==> config.mk <==
export PLATFORM = sky130hd
export DESIGN_NAME = dataflow_actor_scheduler_top
export DESIGN_NICKNAME = d
export VERILOG_FILES = /design/src/rtl/core/das_pkg.sv /design/src/rtl/core/das_ctrl.sv /design/src/rtl/core/das_datapath.sv /design/src/rtl/core/dataflow_actor_scheduler_top.sv
export SDC_FILE = /design/constraint.sdc
export NUM_CORES = 1
export LEC_CHECK = 0
export BUFFER_PORTS_ARGS = -buffer_cell sky130_fd_sc_hd__clkbuf_2
export CORE_ASPECT_RATIO = 0.6
export CORE_MARGIN = 1
export CORE_UTILIZATION = 47
export DETAILED_ROUTE_END_ITERATION = 6
export PLACE_DENSITY = 0.7
export SETUP_SLACK_MARGIN = 0.05
export SLEW_MARGIN = 20
export SYNTH_ARGS = -nofsm -noshare
export SYNTH_HDL_FRONTEND = slang
export SYNTH_HIERARCHICAL = 1
export SYNTH_SLANG_ARGS = --single-unit
export TNS_END_PERCENT = 5
==> constraint.sdc <==
create_clock -name clk -period 8.9 [get_ports clk]
set_input_delay 1.335 -clock clk [delete_from_list [all_inputs] [get_ports clk]]
set_output_delay 1.335 -clock clk [all_outputs]
set_load 0.02 [all_outputs]
==> src/rtl/core/das_pkg.sv <==
// shared types and constants for the dataflow actor scheduler
// no dependencies; imported by das_ctrl, das_datapath and the top level
package das_pkg;

    localparam int QUEUE_DEPTH_DEF = 64;
    localparam int ACTOR_W         = 6;
    localparam int COUNT_W         = 7;
    localparam int NUM_ACTORS      = 64;

    typedef enum logic [1:0] {
        OP_ADD     = 2'd0,
        OP_DELIVER = 2'd1,
        OP_PULL    = 2'd2,
        OP_NOP     = 2'd3
    } op_t;

    typedef enum logic [0:0] {
        REG_LOCAL_ACTOR_COUNT = 1'b0,
        REG_RING_TOPOLOGY     = 1'b1
    } reg_idx_t;

    typedef enum logic {
        ST_IDLE,
        ST_EXEC
    } state_t;

    typedef struct packed {
        logic [1:0]         opcode;
        logic [ACTOR_W-1:0] actor_id;
        logic               owned_here;
    } sched_in_t;

    typedef struct packed {
        logic               valid_res;
        logic [ACTOR_W-1:0] actor_out;
        logic               from_round_robin;
        logic               forwarded;
    } sched_out_t;

    typedef struct packed {
        logic capture;
        logic execute;
    } ctl_t;

endpackage

==> src/rtl/core/das_ctrl.sv <==
// controller state machine of the actor scheduler
// depends on das_pkg; drives capture and execute commands to das_datapath
module das_ctrl (
    input  logic          clk,
    input  logic          rst_n,
    input  logic          start,
    output logic          busy,
    output logic          done,
    output das_pkg::ctl_t ctl
);
    import das_pkg::*;

    state_t state_reg;
    state_t state_next;
    logic   done_reg;
    logic   done_next;

    always_ff @(posedge clk or negedge rst_n)
    begin
        if (!rst_n)
        begin
            state_reg <= ST_IDLE;
            done_reg  <= 1'b0;
        end
        else
        begin
            state_reg <= state_next;
            done_reg  <= done_next;
        end
    end

    always_comb
    begin
        state_next  = state_reg;
        done_next   = 1'b0;
        ctl.capture = 1'b0;
        ctl.execute = 1'b0;
        case (state_reg)
            ST_IDLE:
            begin
                if (start)
                begin
                    ctl.capture = 1'b1;
                    state_next  = ST_EXEC;
                end
            end
            ST_EXEC:
            begin
                ctl.execute = 1'b1;
                done_next   = 1'b1;
                state_next  = ST_IDLE;
            end
            default:
            begin
                state_next = ST_IDLE;
            end
        endcase
    end

    assign busy = (state_reg == ST_EXEC);
    assign done = done_reg;

`ifndef ASSERT_OFF
    a_done_not_busy: assert property (@(posedge clk) disable iff (!rst_n)
        done |-> !busy)
        else $error("result strobe while busy");
    a_start_goes_busy: assert property (@(posedge clk) disable iff (!rst_n)
        (start && !busy) |=> (busy && !done))
        else $error("accepted beat did not enter execute");
    a_exec_then_done: assert property (@(posedge clk) disable iff (!rst_n)
        busy |=> (done && !busy))
        else $error("execute not followed by result strobe");
`endif

endmodule

==> src/rtl/core/das_datapath.sv <==
// datapath of the actor scheduler: ready fifo memory, flag bits, round robin
// depends on das_pkg; commanded by das_ctrl
module das_datapath #(
    parameter int QUEUE_DEPTH = das_pkg::QUEUE_DEPTH_DEF
) (
    input  logic                         clk,
    input  logic                         rst_n,
    input  das_pkg::ctl_t                ctl,
    input  das_pkg::sched_in_t           item,
    input  logic                         wr_en,
    input  das_pkg::reg_idx_t            wr_index,
    input  logic [das_pkg::COUNT_W-1:0]  wr_data,
    output das_pkg::sched_out_t          result
);
    import das_pkg::*;

    localparam int IDX_W = $clog2(QUEUE_DEPTH);
    localparam logic [IDX_W-1:0] LAST_IDX = IDX_W'(QUEUE_DEPTH - 1);

    logic [ACTOR_W-1:0] mem [QUEUE_DEPTH];
    logic [ACTOR_W-1:0] rd_data_reg;
    sched_in_t          in_reg;
    sched_out_t         res_reg;
    sched_out_t         res_next;

    logic [IDX_W-1:0]   head_idx_reg, head_idx_next;
    logic               head_wrap_reg, head_wrap_next;
    logic [IDX_W-1:0]   tail_idx_reg, tail_idx_next;
    logic               tail_wrap_reg, tail_wrap_next;
    logic [ACTOR_W-1:0] rr_slot_reg, rr_slot_next;
    logic [NUM_ACTORS-1:0] queued_reg, queued_next;
    logic [NUM_ACTORS-1:0] waiting_reg, waiting_next;
    logic [COUNT_W-1:0] count_reg;
    logic               ring_reg;

    logic               empty;
    logic               full;
    logic               push;
    logic               pop;
    logic [COUNT_W-1:0] cnt;
    logic [ACTOR_W-1:0] slot;
    logic [COUNT_W-1:0] slot_inc;

    assign empty = (head_idx_reg == tail_idx_reg) && (head_wrap_reg == tail_wrap_reg);
    assign full  = (head_idx_reg == tail_idx_reg) && (head_wrap_reg != tail_wrap_reg);

    assign cnt      = (count_reg > COUNT_W'(NUM_ACTORS)) ? COUNT_W'(NUM_ACTORS) : count_reg;
    assign slot     = ({1'b0, rr_slot_reg} < cnt) ? rr_slot_reg : '0;
    assign slot_inc = {1'b0, slot} + COUNT_W'(1);

    always_comb
    begin
        res_next     = '0;
        push         = 1'b0;
        pop          = 1'b0;
        rr_slot_next = rr_slot_reg;
        queued_next  = queued_reg;
        waiting_next = waiting_reg;
        if (ctl.execute)
        begin
            case (op_t'(in_reg.opcode))
                OP_ADD:
                begin
                    if (!queued_reg[in_reg.actor_id])
                    begin
                        if (in_reg.owned_here)
                        begin
                            if (!full)
                            begin
                                push                         = 1'b1;
                                queued_next[in_reg.actor_id] = 1'b1;
                            end
                        end
                        else if (!waiting_reg[in_reg.actor_id])
                        begin
                            waiting_next[in_reg.actor_id] = 1'b1;
                            res_next.valid_res            = 1'b1;
                            res_next.actor_out            = in_reg.actor_id;
                            res_next.forwarded            = 1'b1;
                        end
                    end
                end
                OP_DELIVER:
                begin
                    if (in_reg.owned_here || !ring_reg)
                    begin
                        if (!full)
                        begin
                            push                         = 1'b1;
                            queued_next[in_reg.actor_id] = 1'b1;
                        end
                        waiting_next[in_reg.actor_id] = 1'b0;
                    end
                    else
                    begin
                        res_next.valid_res = 1'b1;
                        res_next.actor_out = in_reg.actor_id;
                        res_next.forwarded = 1'b1;
                    end
                end
                OP_PULL:
                begin
                    if (!empty)
                    begin
                        pop                       = 1'b1;
                        queued_next[rd_data_reg]  = 1'b0;
                        res_next.valid_res        = 1'b1;
                        res_next.actor_out        = rd_data_reg;
                    end
                    else
                    begin
                        res_next.from_round_robin = 1'b1;
                        if (cnt != '0)
                        begin
                            res_next.valid_res = 1'b1;
                            res_next.actor_out = slot;
                            rr_slot_next       = (slot_inc >= cnt) ? '0
                                                                   : slot_inc[ACTOR_W-1:0];
                        end
                    end
                end
                default:
                begin
                end
            endcase
        end
    end

    always_comb
    begin
        head_idx_next  = head_idx_reg;
        head_wrap_next = head_wrap_reg;
        tail_idx_next  = tail_idx_reg;
        tail_wrap_next = tail_wrap_reg;
        if (pop)
        begin
            if (head_idx_reg == LAST_IDX)
            begin
                head_idx_next  = '0;
                head_wrap_next = ~head_wrap_reg;
            end
            else
            begin
                head_idx_next = head_idx_reg + IDX_W'(1);
            end
        end
        if (push)
        begin
            if (tail_idx_reg == LAST_IDX)
            begin
                tail_idx_next  = '0;
                tail_wrap_next = ~tail_wrap_reg;
            end
            else
            begin
                tail_idx_next = tail_idx_reg + IDX_W'(1);
            end
        end
    end

    always_ff @(posedge clk or negedge rst_n)
    begin
        if (!rst_n)
        begin
            head_idx_reg  <= '0;
            head_wrap_reg <= 1'b0;
            tail_idx_reg  <= '0;
            tail_wrap_reg <= 1'b0;
            rr_slot_reg   <= '0;
            queued_reg    <= '0;
            waiting_reg   <= '0;
            count_reg     <= '0;
            ring_reg      <= 1'b1;
        end
        else
        begin
            head_idx_reg  <= head_idx_next;
            head_wrap_reg <= head_wrap_next;
            tail_idx_reg  <= tail_idx_next;
            tail_wrap_reg <= tail_wrap_next;
            rr_slot_reg   <= rr_slot_next;
            queued_reg    <= queued_next;
            waiting_reg   <= waiting_next;
            if (wr_en)
            begin
                case (wr_index)
                    REG_LOCAL_ACTOR_COUNT: count_reg <= wr_data;
                    REG_RING_TOPOLOGY:     ring_reg  <= wr_data[0];
                    default:
                    begin
                    end
                endcase
            end
        end
    end

    // fifo storage, head entry read while the beat is captured
    always_ff @(posedge clk)
    begin
        if (push)
        begin
            mem[tail_idx_reg] <= in_reg.actor_id;
        end
        if (ctl.capture)
        begin
            rd_data_reg <= mem[head_idx_reg];
            in_reg      <= item;
        end
        if (ctl.execute)
        begin
            res_reg <= res_next;
        end
    end

    assign result = res_reg;

`ifndef ASSERT_OFF
    a_ptr_range: assert property (@(posedge clk) disable iff (!rst_n)
        (head_idx_reg <= LAST_IDX) && (tail_idx_reg <= LAST_IDX))
        else $error("fifo pointer out of range");
    a_pop_clears_queued: assert property (@(posedge clk) disable iff (!rst_n)
        pop |=> !queued_reg[$past(rd_data_reg)])
        else $error("popped actor still marked queued");
    a_fwd_shape: assert property (@(posedge clk) disable iff (!rst_n)
        res_next.forwarded |-> (res_next.valid_res && !res_next.from_round_robin))
        else $error("forwarded result malformed");
    a_rr_in_range: assert property (@(posedge clk) disable iff (!rst_n)
        (ctl.execute && res_next.from_round_robin && (cnt != '0))
        |=> ({1'b0, rr_slot_reg} < $past(cnt)))
        else $error("round robin slot out of range");
`endif

endmodule

==> src/rtl/core/dataflow_actor_scheduler_top.sv <==
// top level of the dataflow actor scheduler
// depends on das_pkg, das_ctrl and das_datapath
//
//  channel   handshake           payload                      dir
//  command   start / busy        item (sched_in_t)            in
//  result    done strobe         result (sched_out_t)         out
//  config    wr_en               wr_index, wr_data            in
//
//  a beat is taken when start is high and busy is low; busy is high for the
//  following execute cycle, and done strobes in the cycle after that with the result
//  each beat is a capture step with fifo head read, then an execute step on the
//  fifo memory port and flag bits; the next beat may start while done is high
//  asynchronous active-low reset clears pointers and flags, no clearing pass
//  the receiver cannot stall; result is valid only in the done cycle
module dataflow_actor_scheduler_top #(
    parameter int QUEUE_DEPTH = das_pkg::QUEUE_DEPTH_DEF
) (
    input  logic                         clk,
    input  logic                         rst_n,
    input  logic                         start,
    output logic                         busy,
    input  das_pkg::sched_in_t           item,
    output logic                         done,
    output das_pkg::sched_out_t          result,
    input  logic                         wr_en,
    input  das_pkg::reg_idx_t            wr_index,
    input  logic [das_pkg::COUNT_W-1:0]  wr_data
);
    import das_pkg::*;

    ctl_t ctl;

    das_ctrl u_ctrl (
        .clk   (clk),
        .rst_n (rst_n),
        .start (start),
        .busy  (busy),
        .done  (done),
        .ctl   (ctl)
    );

    das_datapath #(
        .QUEUE_DEPTH (QUEUE_DEPTH)
    ) u_datapath (
        .clk      (clk),
        .rst_n    (rst_n),
        .ctl      (ctl),
        .item     (item),
        .wr_en    (wr_en),
        .wr_index (wr_index),
        .wr_data  (wr_data),
        .result   (result)
    );

endmodule
=== After elaboration in Yosys (flattened, before gate mapping) ===
Memories as Yosys holds them, arrays and structs flattened. A register that Yosys moved wholly into a read port is not among the register bits.
Index checks and enable logic that the tools add are counted.
W data, S select, Z words.

* Memories kept: 1
* Bits in registers: 176
* RAM bits: 384
* Logic and storage cells: 121

* Bitwise operators: 10
* Order comparisons: 7
* Eq/ne operators: 13
* Add/sub/neg operators: 3
* Reduce and logical (&&, ||, !) cells: 17
* Muxes and demuxes: 52

{| class="wikitable"
|+ Memory list
! memory !! depth !! width !! rd ports !! clocked after Yosys merged registers in !! wr ports !! line !! RTL
|-
| u_datapath.mem || 64 || 6 || 1 || 1 || 1 || das_datapath.sv:20 || <nowiki>logic [ACTOR_W-1:0] mem [QUEUE_DEPTH];</nowiki>
|}

{| class="wikitable"
|+ Operator list
! cell !! count
|-
| $mux W64 || 9
|-
| $pmux W64 S3 || 1
|-
| $and A64 B64 Y64 || 2
|-
| $not A64 Y64 || 2
|-
| $or A64 B64 Y64 || 2
|-
| $pmux W64 S2 || 1
|-
| $mux W7 || 7
|-
| $mux W6 || 4
|-
| $mux W1 || 22
|-
| $pmux W7 S3 || 1
|-
| $lt A6 B7 Y1 const B || 2
|-
| $add A6 B1 Y6 const B || 2
|-
| $bmux W1 S6 || 2
|-
| $demux W1 S6 || 2
|-
| $eq A6 B6 Y1 const B || 2
|-
| $ge A6 B1 Y1 const B || 2
|-
| $reduce_and A6 Y1 || 2
|-
| $ne A2 B2 Y1 const B || 4
|-
| $reduce_and A2 Y1 || 4
|-
| $add A6 B1 Y7 const B || 1
|-
| $ge A7 B7 Y1 || 1
|-
| $gt A7 B7 Y1 const B || 1
|-
| $lt A6 B7 Y1 || 1
|-
| $reduce_bool A7 Y1 || 1
|-
| 15 further kinds || 24
|}

=== Longest topological paths before layout ===
Gate-level depths: netlist (run 1).

* Word-level depth: 9
* Depth in mapped cells: 18
* Mapped depth without buffers: 18

=== Modules after synthesis ===
The synthesis (run 1) kept the hierarchy.

{| class="wikitable"
|+ By module, submodules not included
! module !! area each (um2) !! cells each !! times used !! sequential area each (um2)
|-
| das_datapath || 24457.2 || 1557 || 1 || 16156.7
|-
| das_ctrl || 78.8 || 5 || 1 || 50.0
|}

=== Worst setup path before layout (run 1) ===
OpenSTA, ideal clock, no wires.

* Path kind: register to register
* Start point: reg u_datapath/in_reg[1] (netlist bit)
* End point: mem u_datapath.mem[14][0], enable pin
* Arrival: 3458 ps
* Stages on the path, launching flop included: 12
* Clock period less this slack: 3835 ps
* Setup slack: 5065 ps
* Path through: edfxtp_1 > buf_6 > buf_4 > mux2i_1 > a22oi_1 > nand3_1 > nand4_1 > o32ai_2 > nand3_1 > clkbuf_1 > buf_1 > nor3_1

* Longest elaborated chain between the ends: 7

{| class="wikitable"
|+ RTL lines
! what !! line !! RTL
|-
| start: declaration || das_datapath.sv:22 || <nowiki>sched_in_t in_reg;</nowiki>
|-
| start signal: assignment || das_datapath.sv:207 || <nowiki>in_reg <= item;</nowiki>
|-
| $bmux W1 S6 || das_datapath.sv:64 || <nowiki>if (!queued_reg[in_reg.actor_id])</nowiki>
|-
| $mux W1 (not written as such) || das_datapath.sv:64 ||
|-
| $mux W1 || das_datapath.sv:64 ||
|-
| $pmux W1 S2 || das_datapath.sv:61 || <nowiki>case (op_t'(in_reg.opcode))</nowiki>
|-
| $mux W1 || das_datapath.sv:59 || <nowiki>if (ctl.execute)</nowiki>
|-
| $mux W1 || das_datapath.sv:200 || <nowiki>if (push)</nowiki>
|-
| $mux W1 (not written as such) || das_datapath.sv:202 || <nowiki>mem[tail_idx_reg] <= in_reg.actor_id;</nowiki>
|-
| end: declaration || das_datapath.sv:20 ||
|}

No other way between the ends. The select of a mux whose other input is x is not followed.

=== Worst setup path after layout (run 1) ===
* Start point: reg u_datapath/in_reg[3] (netlist bit)
* End point: mem u_datapath.mem[20][0], enable pin

The elaborated chain is that of the path after synthesis.

==> results of run 1 <==
synthesized netlist by cell type, drive strengths merged (3+ instances only):
master	count
nand2b	7
a211oi	5
o21ai	138
nand2	113
a21boi	3
mux2	75
or3	8
a211o	3
nor3b	4
nor2b	14
a21oi	11
nand3	25
dfrtp	157
edfxtp	408
buf	58
nand3b	8
a21o	10
xnor2	6
mux4	131
a22o	11
clkbuf	55
nor4	7
and2	7
nor2	71
a22oi	20
xor2	14
or3b	3
inv	5
mux2i	44
ha	15
and3b	3
nor3	88
nand4	10
placed cells by master (no fill, tap or decap), types with 10 or more instances in the layout:
| cell type | netlist | final |
|---|---|---|
| sky130_fd_sc_hd__mux2_2 | 71 | 71 |
| sky130_fd_sc_hd__nor2b_1 | 13 | 13 |
| sky130_fd_sc_hd__o21ai_1 | 11 | 11 |
| sky130_fd_sc_hd__a21oi_1 | 11 | 11 |
| sky130_fd_sc_hd__nand4_1 | 10 | 10 |
| sky130_fd_sc_hd__a22o_1 | 11 | 11 |
| sky130_fd_sc_hd__nor2_1 | 71 | 71 |
| sky130_fd_sc_hd__buf_4 | 7 | 24 |
| sky130_fd_sc_hd__ha_1 | 15 | 15 |
| sky130_fd_sc_hd__nand3_1 | 25 | 25 |
| sky130_fd_sc_hd__nand2_1 | 113 | 113 |
| sky130_fd_sc_hd__xor2_1 | 14 | 14 |
| sky130_fd_sc_hd__nor3_2 | 11 | 14 |
| sky130_fd_sc_hd__mux2i_1 | 44 | 44 |
| sky130_fd_sc_hd__mux4_2 | 131 | 131 |
| sky130_fd_sc_hd__edfxtp_1 | 408 | 408 |
| sky130_fd_sc_hd__dfrtp_1 | 157 | 154 |
| sky130_fd_sc_hd__clkbuf_1 | 55 | 10 |
| sky130_fd_sc_hd__clkbuf_16 | 0 | 51 |
| sky130_fd_sc_hd__a21o_1 | 10 | 10 |
| sky130_fd_sc_hd__nor3_1 | 77 | 74 |
| sky130_fd_sc_hd__o21ai_0 | 127 | 127 |
| sky130_fd_sc_hd__a22oi_1 | 20 | 20 |
| sky130_fd_sc_hd__clkbuf_2 | 0 | 30 |
worst min path at each step:
stage                                          from                         to  depth (start not counted)
after detailed placement                       flop                       flop                          1
after global routing      u_datapath/queued_reg[15]  u_datapath/queued_reg[15]                          2
after CTS                                      flop                       flop                          1
after floorplan                                flop                       flop                          1
after global placement                         flop                       flop                          1
final                                          flop                       flop                          1
report_power, final:
group          switching (mW)  leakage, nW  internal, mW
combinational           0.704         2.70         0.660
sequential              0.221         5.82          2.94
clock                   0.964        0.861          1.36
cell type report:
class | count | area (um^2) | area share, %
clock buffers | 69 | 1420 | 5.26
clock inverters | 24 | 354 | 1.31
inverters | 5 | 18.8 | 0.0693
multi-input cells | 878 | 7840 | 28.9
flip-flops and latches | 566 | 16200 | 59.9
well taps | 693 | 867 | 3.20
repair buffers | 56 | 362 | 1.34
metal layers:
layer / GRT usage, % / vias to the layer above / wire (um)
met5: 2.20 / - / 155
met4: 4.96 / 4 / 1250
met3: 8.66 / 86 / 8100
met2: 30.8 / 888 / 24500
met1: 36.1 / 7370 / 27300
li1: - / 6079 / -
through the flow:
stage | cell area (um^2) | power (mW) | std cells | hold WS [ns]
6_report | 27100 | 6.85 | 2291 | 0.495
5_1_grt | 27100 | 7.10 | 2291 | 0.517
4_1_cts | 27100 | 6.87 | 2291 | 0.501
3_5_place_dp | 25300 | 4.56 | 2198 | 0.478
3_3_place_gp | 25300 | 4.54 | 2198 | 0.467
2_1_floorplan | 24500 | 4.11 | 1562 | 0.453
cells by family after synthesis:
| family | count (synthesis) | share of synthesized area [%] |
|---|---|---|
| flip-flops | 566 | 66.1 |
| buffers and inverters | 118 | 2.14 |
| adder cells (fa/ha/maj) | 15 | 0.765 |
| AND/OR/NAND/NOR | 375 | 7.62 |
| AO/OA/AOI/OAI | 218 | 5.45 |
| XOR/XNOR | 20 | 0.714 |
| multiplexers | 250 | 17.3 |
==> metrics.sh, run 1 <==
REGTOREGSETUPSLACK_NS=4.00
GRT_PASS1_VIAS=13835
POST_CTS_BUFFERS=0
CRITICAL_PATH.SLOWEST_CELL='sky130_fd_sc_hd__nor2b_1'
WIRELENGTH_UM=61300
SETUP.WORST_PATH.START='u_datapath/in_reg[3]'
SLEW-LIMIT-HEADROOM_PCT=28.1
SYNTH_SEQ_CELLS=566
FILLCELLCOUNT=4112
DIE_W_UM=297
WORST-SLEW-PIN-TRANSITION_NS=1.07
SYNTH.YOSYS.SEQ_AREA_SHARE_PCT=66.1
CLOCK-SINKS=566
SYN_TO_LAYOUT_AREA_DELTA_PCT=10.4
SYNTH_ASYNC_SR_FLOP_SHARE_PCT=27.9
GRT_MAX_DEGREE=139
CLKSLEWWORSTSETUPHOLDPATHS_NS=0.06
CTS-ROOT-TO-SINK-BUFFERS=3
GR-TOTAL-OVERFLOW=0
CRITICAL_PATH.ENDPOINT='u_datapath/mem[20][0]'
YOSYS.AREA.TOP_TYPE_SHARE_PCT=49.9
FLOORPLAN.INITIALDENSITY_PCT=47.9
CTS_TREE='done'
CRITICALPATHCATEGORY='reg2reg'
WL_PER_CELL_UM=26.8
CTS_HTREE_LEVELS=2
CRIT_FANOUT=88
DIE_AREA_UM2=53200
GPL.FINAL_WEIGHTED_CONGESTION=0.936
NUMBER_OF_ANTENNA_VIOLATIONS_AT_THE_FIRST_CHECK_IN_GLOBAL_ROUTING=0
RUN_STATUS='finished, final reports clean'
GLOBAL_ROUTE_WIRE_LENGTH_BEFORE_REPAIR_UM=91600
SYNTH.AREA.TOP_CELLS='sky130_fd_sc_hd__edfxtp_1, sky130_fd_sc_hd__dfrtp_1, sky130_fd_sc_hd__mux4_2'
REPORT.FINAL.SETUP_VIOL=0
DRV_SLEW=0
GLOBAL_ROUTE.USAGE.TOTAL_PCT=23.4
CTS-BUFFERS-INSERTED=50
POST_SYNTH_INSTANCE_AREA_UM2=24500
YS.WARNINGS.COUNT=6
DRT_FIRST_ITER_VIOLATIONS=1900
POST-ROUTE-WORST-SETUP-SLACK_NS=4.00
SYNTH_CELLS=1562
DRT_PASS1_ITERATIONS=7
TIMING.FINAL.HOLD_VIOLATIONS=0
TNS_NS=0
FINALCOREUTILIZATION_PCT=52.8
POSTSYNTHNETCOUNT=1598
CP-END-KIND='flop'
UNIQUE_MASTERS_POST_SYNTH=64
POST-ROUTE-PERIOD-UTIL_PCT=55.0
TIMING.CRITICAL_PATH.SLOWEST_CELL_DELAY_NS=0.82
HOLD_BUF_COUNT_CTS=0
CAP_VIOLATIONS=0
DETAIL-ROUTE-ANTENNA-NETS=0
CRITICAL_PATH.CELL_CHAIN='buf_4, nor2b_1, a22oi_1, nand3_1, nand4_1, o32ai_2, nand3_1, buf_4, or3_1, nor2_1'
MAX-VDD-IR-DROP_mV=0.173
WORSTPATHARRIVAL_NS=5.11
POST_ROUTE_CELLS_DRIVE_ABOVE_1_SHARE_PCT=23.3
REG2REG_TO='u_datapath/mem[20][0]'
CRIT_REQUIRED_NS=9.12
ROUTE.DETAILED.DRC=0
SYNTH_ENABLE_FLOP_CELLS=408
CLOCK-SKEW-FINAL_NS=0.0275
PATH_DELAY_FAMILY='simple AND/OR/NAND/NOR gates'
DIODES=0
VIA_DENSITY_PER_INSTANCE=6.30
CHIPHEIGHT_UM=179
CTS_REPAIR_RESIZE_COUNT=0
CP.BUFFERS_INVERTERS=2
POWER.LEAKAGE_nW=9.38
FLOORPLAN.IO_PINS=32
MAX_CLOCK_FREQ_MHz=204
R2R-START='u_datapath/in_reg[3]'
RSZ0062_AT_GRT='no'
VIA_COUNT=14427
PLACEMENT.IO_BUFFERS=31
NUM_ROWS=64
CP-START-KIND='flop'
PLACEABLECOREAREA_UM2=51200
CLK_ROOT_BUFFER_CELL='sky130_fd_sc_hd__clkbuf_16'
SYNTH_AREA_PER_CELL_UM2=15.7
DP_HPWL_UM=38200
CP_NUM_CELLS=10
YOSYS.AREA.TOP_TYPE='sky130_fd_sc_hd__edfxtp_1'
WORST_SETUP_TIMING_SLACK_AT_THE_PLACEMENT_STAGE_NS=4.09
NETS=1593
WORSTSKEWPAIRLATENCY_NS=0.59
SYNTH_TOP_FLOP_CELL='sky130_fd_sc_hd__edfxtp_1'
FIN_CRIT_NS=4.90
HOLDCRITPATHCLASS='reg2reg'
RR_WORST_DEPTH=10
POWERDENSITY_nW_PER_UM2=253
(Power assumes the default switching activity.)
==> run 2, diff against run 1 <==
- PLACE_DENSITY: 0.7 -> 0.73
- clock period: 8.9 -> 4.5 ns (I/O delays scaled with it)
==> run 2 against run 1 <==
Against the previous run:
- first-iteration DRC count fell by 5.4%
- combinational power increased by 120%
- final cell count up 2.1%
- critical endpoint is now u_datapath/mem[16][0]
==> metrics.sh, run 2 (same netlist as run 1, synthesis figures left out) <==
RUN_STATUS='finished, final reports clean'  # unchanged
POST-ROUTE-WORST-SETUP-SLACK_NS=0.526  # was 4.00 ns
WORST-SLEW-PIN-TRANSITION_NS=1.06  # was 1.07 ns
HOLD_BUF_COUNT_CTS=0  # unchanged
DRV_SLEW=0  # unchanged
GRT_PASS1_VIAS=14256  # was 13,835
CLOCK-SINKS=566  # unchanged
FINAL_CELL_AREA_UM2=27400  # was 27,100 um^2
NUMBER_OF_STANDARD_CELLS_IN_THE_LAYOUT_TAPS_IN_AND_FILLERS_OUT=2340  # was 2,291
FLOORPLAN.INITIALDENSITY_PCT=47.9  # unchanged
DRT_PASS1_ITERATIONS=5  # was 7
LAYOUT.CELLS.MOST_COMMON_LIST='sky130_fd_sc_hd__edfxtp_1, sky130_fd_sc_hd__dfrtp_1, sky130_fd_sc_hd__mux4_2'  # unchanged
CHIPHEIGHT_UM=179  # unchanged
NETS=1641  # was 1,593
GRTUSAGEMET1_PCT=34.9  # was 36.1%
WIRELENGTH_UM=59600  # was 61,300 um
CTS_HTREE_LEVELS=2  # unchanged
GRT_UTIL_MET3_PCT=6.97  # was 8.66%
CRIT_FANOUT=36  # was 88
POSTPLACECELLAREA_UM2=25700  # was 25,300 um^2
TNS_NS=0  # unchanged
POWERDENSITY_nW_PER_UM2=491  # was 253 nW/um^2
CAP_VIOLATIONS=0  # unchanged
POST_CTS_BUFFERS=0  # unchanged
WORST_SETUP_TIMING_SLACK_AT_THE_PLACEMENT_STAGE_NS=0.405  # was 4.09 ns
DP_HPWL_UM=38200  # about the same
WL_PER_CELL_UM=25.5  # was 26.8 um
POWER.LEAKAGE_nW=9.59  # was 9.38 nW
CLOCK-SKEW-FINAL_NS=0.0411  # was 0.0275 ns
NUMBER_OF_ANTENNA_VIOLATIONS_AT_THE_FIRST_CHECK_IN_GLOBAL_ROUTING=0  # unchanged
SYN_TO_LAYOUT_AREA_DELTA_PCT=11.7  # was 10.4%
GLOBAL_ROUTE_WIRE_LENGTH_BEFORE_REPAIR_UM=90700  # was 91,600 um
NUM_ROWS=64  # unchanged
DRT_FIRST_ITER_VIOLATIONS=1798  # was 1,900
FILLCELLCOUNT=4056  # was 4,112
PLACEMENT.IO_BUFFERS=31  # unchanged
SLEW-LIMIT-HEADROOM_PCT=28.7  # was 28.1%
WORSTSKEWPAIRLATENCY_NS=0.61  # was 0.59 ns
PLACEABLECOREAREA_UM2=51200  # unchanged
CLKSLEWWORSTSETUPHOLDPATHS_NS=0.06  # about the same
HOLDCRITPATHCLASS='in2async'  # was reg2reg
MAX_CLOCK_FREQ_MHz=252  # was 204 MHz
CRITICAL_PATH.SLOWEST_CELL='sky130_fd_sc_hd__or4_1'  # was sky130_fd_sc_hd__nor2b_1
GRT_MAX_DEGREE=102  # was 139
TIMING.FINAL.HOLD_VIOLATIONS=0  # unchanged
GRT_BUSIEST_LAYER='met1'  # unchanged
FLOORPLAN.IO_PINS=32  # unchanged
CTS-BUFFERS-INSERTED=50  # unchanged
POST-ROUTE-PERIOD-UTIL_PCT=88.3  # was 55.0%
MOSTFREQUENTLAYOUTCELL='sky130_fd_sc_hd__edfxtp_1'  # unchanged
GPL.FINAL_WEIGHTED_CONGESTION=0.900  # was 0.936
GRT_USE_MET2_PCT=31.9  # was 30.8%
CTS_TREE='done'  # unchanged
DETAIL-ROUTE-ANTENNA-NETS=0  # unchanged
GR-TOTAL-OVERFLOW=0  # unchanged
FINALCOREUTILIZATION_PCT=53.5  # was 52.8%
FIN_CRIT_NS=3.97  # was 4.90 ns
RSZ0062_AT_GRT='no'  # unchanged
VIA_DENSITY_PER_INSTANCE=6.21  # was 6.30
CTS_REPAIR_RESIZE_COUNT=0  # unchanged
CLK_ROOT_BUFFER_CELL='sky130_fd_sc_hd__clkbuf_16'  # unchanged
PLACE.DETAILED.INSTANCES=2246  # was 2,198
REPORT.FINAL.SETUP_VIOL=0  # unchanged
POST_ROUTE_CELLS_DRIVE_ABOVE_1_SHARE_PCT=25.1  # was 23.3%
CP-START-KIND='flop'  # unchanged
CP-END-KIND='flop'  # unchanged
GLOBAL_ROUTE.USAGE.TOTAL_PCT=22.8  # was 23.4%
DIE_AREA_UM2=53200  # unchanged
WORSTPATHARRIVAL_NS=4.18  # was 5.11 ns
CRIT_REQUIRED_NS=4.71  # was 9.12 ns
TIMING.CRITICAL_PATH.SLOWEST_CELL_DELAY_NS=0.82  # about the same
VIA_COUNT=14529  # was 14,427
CTS-ROOT-TO-SINK-BUFFERS=3  # unchanged
CRITICAL_PATH.CELL_CHAIN='buf_12, mux2i_1, a22oi_1, nand3_1, nand4_1, o32ai_2, nand2_1, or4_1, nor2_1'  # was buf_4, nor2b_1, a22oi_1, nand3_1, nand4_1, o32ai_2, nand3_1, buf_4, or3_1, nor2_1
DIODES=0  # unchanged
MAX-VDD-IR-DROP_mV=0.415  # was 0.173 mV
CRITICALPATHCATEGORY='reg2reg'  # unchanged
ROUTE.DETAILED.DRC=0  # unchanged
DIE_W_UM=297  # unchanged
==> run 2: cell count changes in the layout (fill, tap and decap cells not counted), sizes merged <==
cell	previous run	this run
bufinv	8	7
clkinvlp	4	3
buf	26	74
clkinv	9	8
clkbuf	99	103
==> run 2: final cells by class <==
type	instances	area (um^2)	share of cell area (%)
Sequential cell	566	16200	59.1
Multi-Input combinational cell	878	7830	28.6
Clock buffer	73	1370	4.99
Tap cell	693	867	3.16
Timing Repair Buffer	104	779	2.84
Clock inverter	21	333	1.21
Inverter	5	18.8	0.0685
==> run 2: layer usage <==
metal | part of all wire [%] | routed length, um
met1 | 44 | 26100
met2 | 42 | 25300
met3 | 12 | 7290
met4 | 1.5 | 924
met5 | 0.062 | 37
==> run 2: critical path, delay by kind of cell, from the launching register on <==
| kind | cells | cell delay [ns] |
|---|---|---|
| AO/OA/AOI/OAI | 2 | 0.50 |
| buffers and inverters | 1 | 0.30 |
| flip-flops | 1 | 0.45 |
| multiplexers | 1 | 0.38 |
| AND/OR/NAND/NOR | 5 | 1.95 |
==> run 2: worst paths after layout <==
path | slack (ns) | start | endpoint | cells after the start
setup reg to reg | 0.53 | u_datapath/in_reg[1] | u_datapath/mem[16][0] | 9
setup / recovery | 0.53 | u_datapath/in_reg[1] | u_datapath/mem[16][0] | 9
min in group clk | 0.26 | item[4] | u_datapath/in_reg[4] | 1
max in group asynchronous | 3.37 | rst_n | u_datapath/head_idx_reg[2] | 2
hold reg to reg | 0.50 | flop | flop | 1
hold / removal | 0.13 | rst_n | async pin | 1
==> run 2: where the power goes <==
group	switching, mW	internal, mW
registers	0.234	5.83
clock network	1.93	2.54
logic	1.59	1.35
total	3.75	9.72
==> run 2: stage by stage <==
stage               hold slack, ns  total power [mW]
floorplan                    0.379              8.13
global placement             0.483              9.02
detailed placement           0.480              9.07
CTS                          0.174              13.5
global route                 0.190              14.0
finish                       0.131              13.5
==> run 3, diff against run 2 <==
==> constraint.sdc (replaced) <==
create_clock -name clk -period 4.5 [get_ports clk]
set_input_delay 0.45 -clock clk [delete_from_list [all_inputs] [get_ports clk]]
set_output_delay 0.45 -clock clk [all_outputs]
set_load 0.02 [all_outputs]
==> run 3 against run 2 <==
Against the previous run:
- design area down 0.35%
- critical path type unchanged
- worst setup slack worse by 0.16 ns
- clock power down 5.8%
- combinational power about the same
- global-route usage up 0.27 points
- wire length up 2.0%
- final cell count unchanged
- sequential share of layout area up 0.21 points
==> metrics.sh, run 3 (same netlist as run 1, synthesis figures left out) <==
RUN_STATUS='finished, final reports clean'  # unchanged
GRT_PASS1_VIAS=14348  # was 14,256
CLOCK-SINKS=566  # unchanged
CTS_TREE='done'  # unchanged
FIN_CRIT_NS=4.13  # was 3.97 ns
VIA_DENSITY_PER_INSTANCE=6.25  # was 6.21
WORSTPATHARRIVAL_NS=4.67  # was 4.18 ns
HOLD_PATH_DEPTH=1
FINALCOREUTILIZATION_PCT=53.3  # was 53.5%
PLACEABLECOREAREA_UM2=51200  # unchanged
SLEW-LIMIT-HEADROOM_PCT=30.2  # was 28.7%
FINALPOWER_mW=13.2  # was 13.5 mW
FLOORPLAN.IO_PINS=32  # unchanged
HOLDCRITPATHCLASS='in2reg'  # was in2async
NUM_ROWS=64  # unchanged
CRITICAL_PATH.SLOWEST_CELL='sky130_fd_sc_hd__dfrtp_1'  # was sky130_fd_sc_hd__or4_1
PATH_DELAY_FAMILY='compound AO/OA/AOI/OAI gates'  # was simple AND/OR/NAND/NOR gates
LAYOUT.CELLS.MOST_COMMON_LIST='sky130_fd_sc_hd__edfxtp_1, sky130_fd_sc_hd__dfrtp_1, sky130_fd_sc_hd__mux4_2'  # unchanged
CAP_VIOLATIONS=0  # unchanged
CRIT_FANOUT=7  # was 36
GPL.FINAL_WEIGHTED_CONGESTION=0.869  # was 0.900
CTS_HTREE_LEVELS=2  # unchanged
MOSTFREQUENTLAYOUTCELL='sky130_fd_sc_hd__edfxtp_1'  # unchanged
CP-END-KIND='flop'  # unchanged
CTS-BUFFERS-INSERTED=50  # unchanged
CP-START-KIND='flop'  # unchanged
CP.BUFFERS_INVERTERS=1  # unchanged
NETS=1642  # was 1,641
SWITCHINGPOWER_mW=3.77  # was 3.75 mW
MAX_CLOCK_FREQ_MHz=242  # was 252 MHz
GR-TOTAL-OVERFLOW=0  # unchanged
DP_HPWL_UM=38200  # about the same
WORSTSKEWPAIRLATENCY_NS=0.61  # about the same
COMBPWRFRAC_PCT=22.5  # was 21.8%
VIA_COUNT=14633  # was 14,529
POWER.INTERNAL_mW=9.43  # was 9.72 mW
GLOBAL_ROUTE.USAGE.TOTAL_PCT=23.1  # was 22.8%
TIMING.FINAL.HOLD_VIOLATIONS=0  # unchanged
WL_PER_CELL_UM=26.0  # was 25.5 um
DRT_FIRST_ITER_VIOLATIONS=2077  # was 1,798
CTS-ROOT-TO-SINK-BUFFERS=3  # unchanged
POWER.LEAKAGE_nW=9.55  # was 9.59 nW
POST-ROUTE-PERIOD-UTIL_PCT=91.8  # was 88.3%
TIMING.CRITICAL_PATH.SLOWEST_CELL_DELAY_NS=0.41  # was 0.82 ns
R2R-START='u_datapath/count_reg[6]'  # was u_datapath/in_reg[1]
ROUTE.DETAILED.DRC=0  # unchanged
SWSHARE_PCT=28.6  # was 27.9%
CLK_ROOT_BUFFER_CELL='sky130_fd_sc_hd__clkbuf_16'  # unchanged
POST_CTS_BUFFERS=0  # unchanged
GRT_MAX_DEGREE=101  # was 102
CLKPWRFRAC_PCT=32.0  # was 33.2%
CRIT_REQUIRED_NS=5.04  # was 4.71 ns
FINALHOLDWORSTSLACK_NS=0.0385  # was 0.131 ns
CRITICALPATHCATEGORY='reg2reg'  # unchanged
FINAL_CELL_AREA_UM2=27300  # was 27,400 um^2
CHIPHEIGHT_UM=179  # unchanged
MAX-VDD-IR-DROP_mV=0.570  # was 0.415 mV
TNS_NS=0  # unchanged
SYN_TO_LAYOUT_AREA_DELTA_PCT=11.3  # was 11.7%
POWERDENSITY_nW_PER_UM2=483  # was 491 nW/um^2
PLACEMENT.IO_BUFFERS=31  # unchanged
WORST-SLEW-PIN-TRANSITION_NS=1.04  # was 1.06 ns
CLKSLEWWORSTSETUPHOLDPATHS_NS=0.06  # about the same
POWER.SHARE.SEQUENTIAL_PCT=45.6  # was 45.0%
DETAIL-ROUTE-ANTENNA-NETS=0  # unchanged
POSTPLACECELLAREA_UM2=25600  # was 25,700 um^2
WIRELENGTH_UM=60800  # was 59,600 um
RR_WORST_DEPTH=18  # was 9
NUMBER_OF_ANTENNA_VIOLATIONS_AT_THE_FIRST_CHECK_IN_GLOBAL_ROUTING=2  # was 0
DIE_AREA_UM2=53200  # unchanged
REGTOREGSETUPSLACK_NS=0.37  # was 0.53 ns
SETUP.WORST_PATH.START='u_datapath/count_reg[6]'  # was u_datapath/in_reg[1]
DRT_PASS1_ITERATIONS=5  # unchanged
HOLD_PATH_STARTPOINT='item[6]'
DIE_W_UM=297  # unchanged
DRV_SLEW=0  # unchanged
FLOORPLAN.INITIALDENSITY_PCT=47.9  # unchanged
REG2REG_TO='u_datapath/rr_slot_reg[4]'  # was u_datapath/mem[16][0]
CRITICAL_PATH.CELL_CHAIN='inv_1, nand2_1, ha_1, a21o_1, a21o_1, a21o_1, a211o_1, and2_0, nor2b_1, ha_1, ha_1, a21o_1, a21oi_1, nor2b_1, o21ai_0, nand2_1, a211oi_2, a22o_1'  # was buf_12, mux2i_1, a22oi_1, nand3_1, nand4_1, o32ai_2, nand2_1, or4_1, nor2_1
RSZ0062_AT_GRT='no'  # unchanged
MIN_TO='u_datapath/in_reg[6]'
POST_ROUTE_CELLS_DRIVE_ABOVE_1_SHARE_PCT=24.7  # was 25.1%
REPORT.FINAL.SETUP_VIOL=0  # unchanged
CRITICAL_PATH.MOST_COMMON_CELL='sky130_fd_sc_hd__a21o_1'
GLOBAL_ROUTE_WIRE_LENGTH_BEFORE_REPAIR_UM=91700  # was 90,700 um
CLOCK-SKEW-FINAL_NS=0.0327  # was 0.0411 ns
-- run 3: changes by cell type in the layout (fill, tap and decap cells not counted), sizes merged --
cell	before	now
clkbuf	103	93
buf	74	71
diode	0	1
inv	8	5
bufinv	7	3
clkinv	8	24
dlygate4sd3	0	4
clkinvlp	3	2
-- run 3: cell type report --
class / instances / area (um^2)
Clock buffer: 63 / 1310
Inverter: 5 / 18.8
Tap cell: 693 / 867
Sequential cell: 566 / 16200
Clock inverter: 29 / 292
Timing Repair Buffer: 105 / 785
Antenna cell: 1 / 2.50
Fill cell: 4071 / 23900
Multi-Input combinational cell: 878 / 7830
-- run 3: metrics by stage --
stage | cells | setup slack [ns]
3_3_place_gp | 2242 | 0.327
3_5_place_dp | 2242 | 0.295
2_1_floorplan | 1562 | 0.665
5_1_grt | 2339 | 0.169
6_report | 2340 | 0.367
4_1_cts | 2338 | 0.289
-- run 3: timing repair --
item / CTS / global route
resized for setup: 0 / 1
hold endpoints to repair: 74 / 0
hold buffers: 4 / 0
setup endpoints to repair: 0 / 4
-- run 3: worst register-to-register path, cell delays in order (launching register included) --
cell                       delay, ns
sky130_fd_sc_hd__dfrtp_1        0.41
sky130_fd_sc_hd__inv_1          0.20
sky130_fd_sc_hd__nand2_1        0.12
sky130_fd_sc_hd__ha_1           0.29
sky130_fd_sc_hd__a21o_1         0.16
sky130_fd_sc_hd__a21o_1         0.17
sky130_fd_sc_hd__a21o_1         0.17
sky130_fd_sc_hd__a211o_1        0.32
sky130_fd_sc_hd__and2_0         0.25
sky130_fd_sc_hd__nor2b_1        0.26
sky130_fd_sc_hd__ha_1           0.29
sky130_fd_sc_hd__ha_1           0.28
sky130_fd_sc_hd__a21o_1         0.16
sky130_fd_sc_hd__a21oi_1        0.14
sky130_fd_sc_hd__nor2b_1        0.06
sky130_fd_sc_hd__o21ai_0        0.15
sky130_fd_sc_hd__nand2_1        0.11
sky130_fd_sc_hd__a211oi_2       0.35
sky130_fd_sc_hd__a22o_1         0.19
-- run 3: worst max path at each step --
| stage | end | slack (ns) | depth (start not counted) |
|---|---|---|---|
| after floorplan | u_datapath/mem[14][0] | 0.67 | 11 |
| after detailed placement | u_datapath/rr_slot_reg[4] | 0.29 | 18 |
| final | u_datapath/rr_slot_reg[4] | 0.37 | 18 |
| after CTS | u_datapath/rr_slot_reg[4] | 0.29 | 18 |
| after global placement | u_datapath/rr_slot_reg[1] | 0.33 | 18 |
| after global routing | u_datapath/rr_slot_reg[3] | 0.17 | 18 |
-- run 3: power groups by stage --
stage	Clock, mW	Sequential, mW	Combinational (mW)
6_report	4.22	6.02	2.97
3_5_place_dp	0	6.11	2.94
3_3_place_gp	0	6.11	2.91
4_1_cts	4.29	6.01	2.96
5_1_grt	4.49	6.04	3.15
2_1_floorplan	0	6.05	2.07
-- run 3: per-layer routing --
metal	vias to the layer above	GRT usage, %	wire length (um)
li1	6158	-	-
met1	7501	35.7	26300
met2	861	32.8	26200
met3	111	5.95	7210
met4	2	4.83	1090
met5	-	0	38
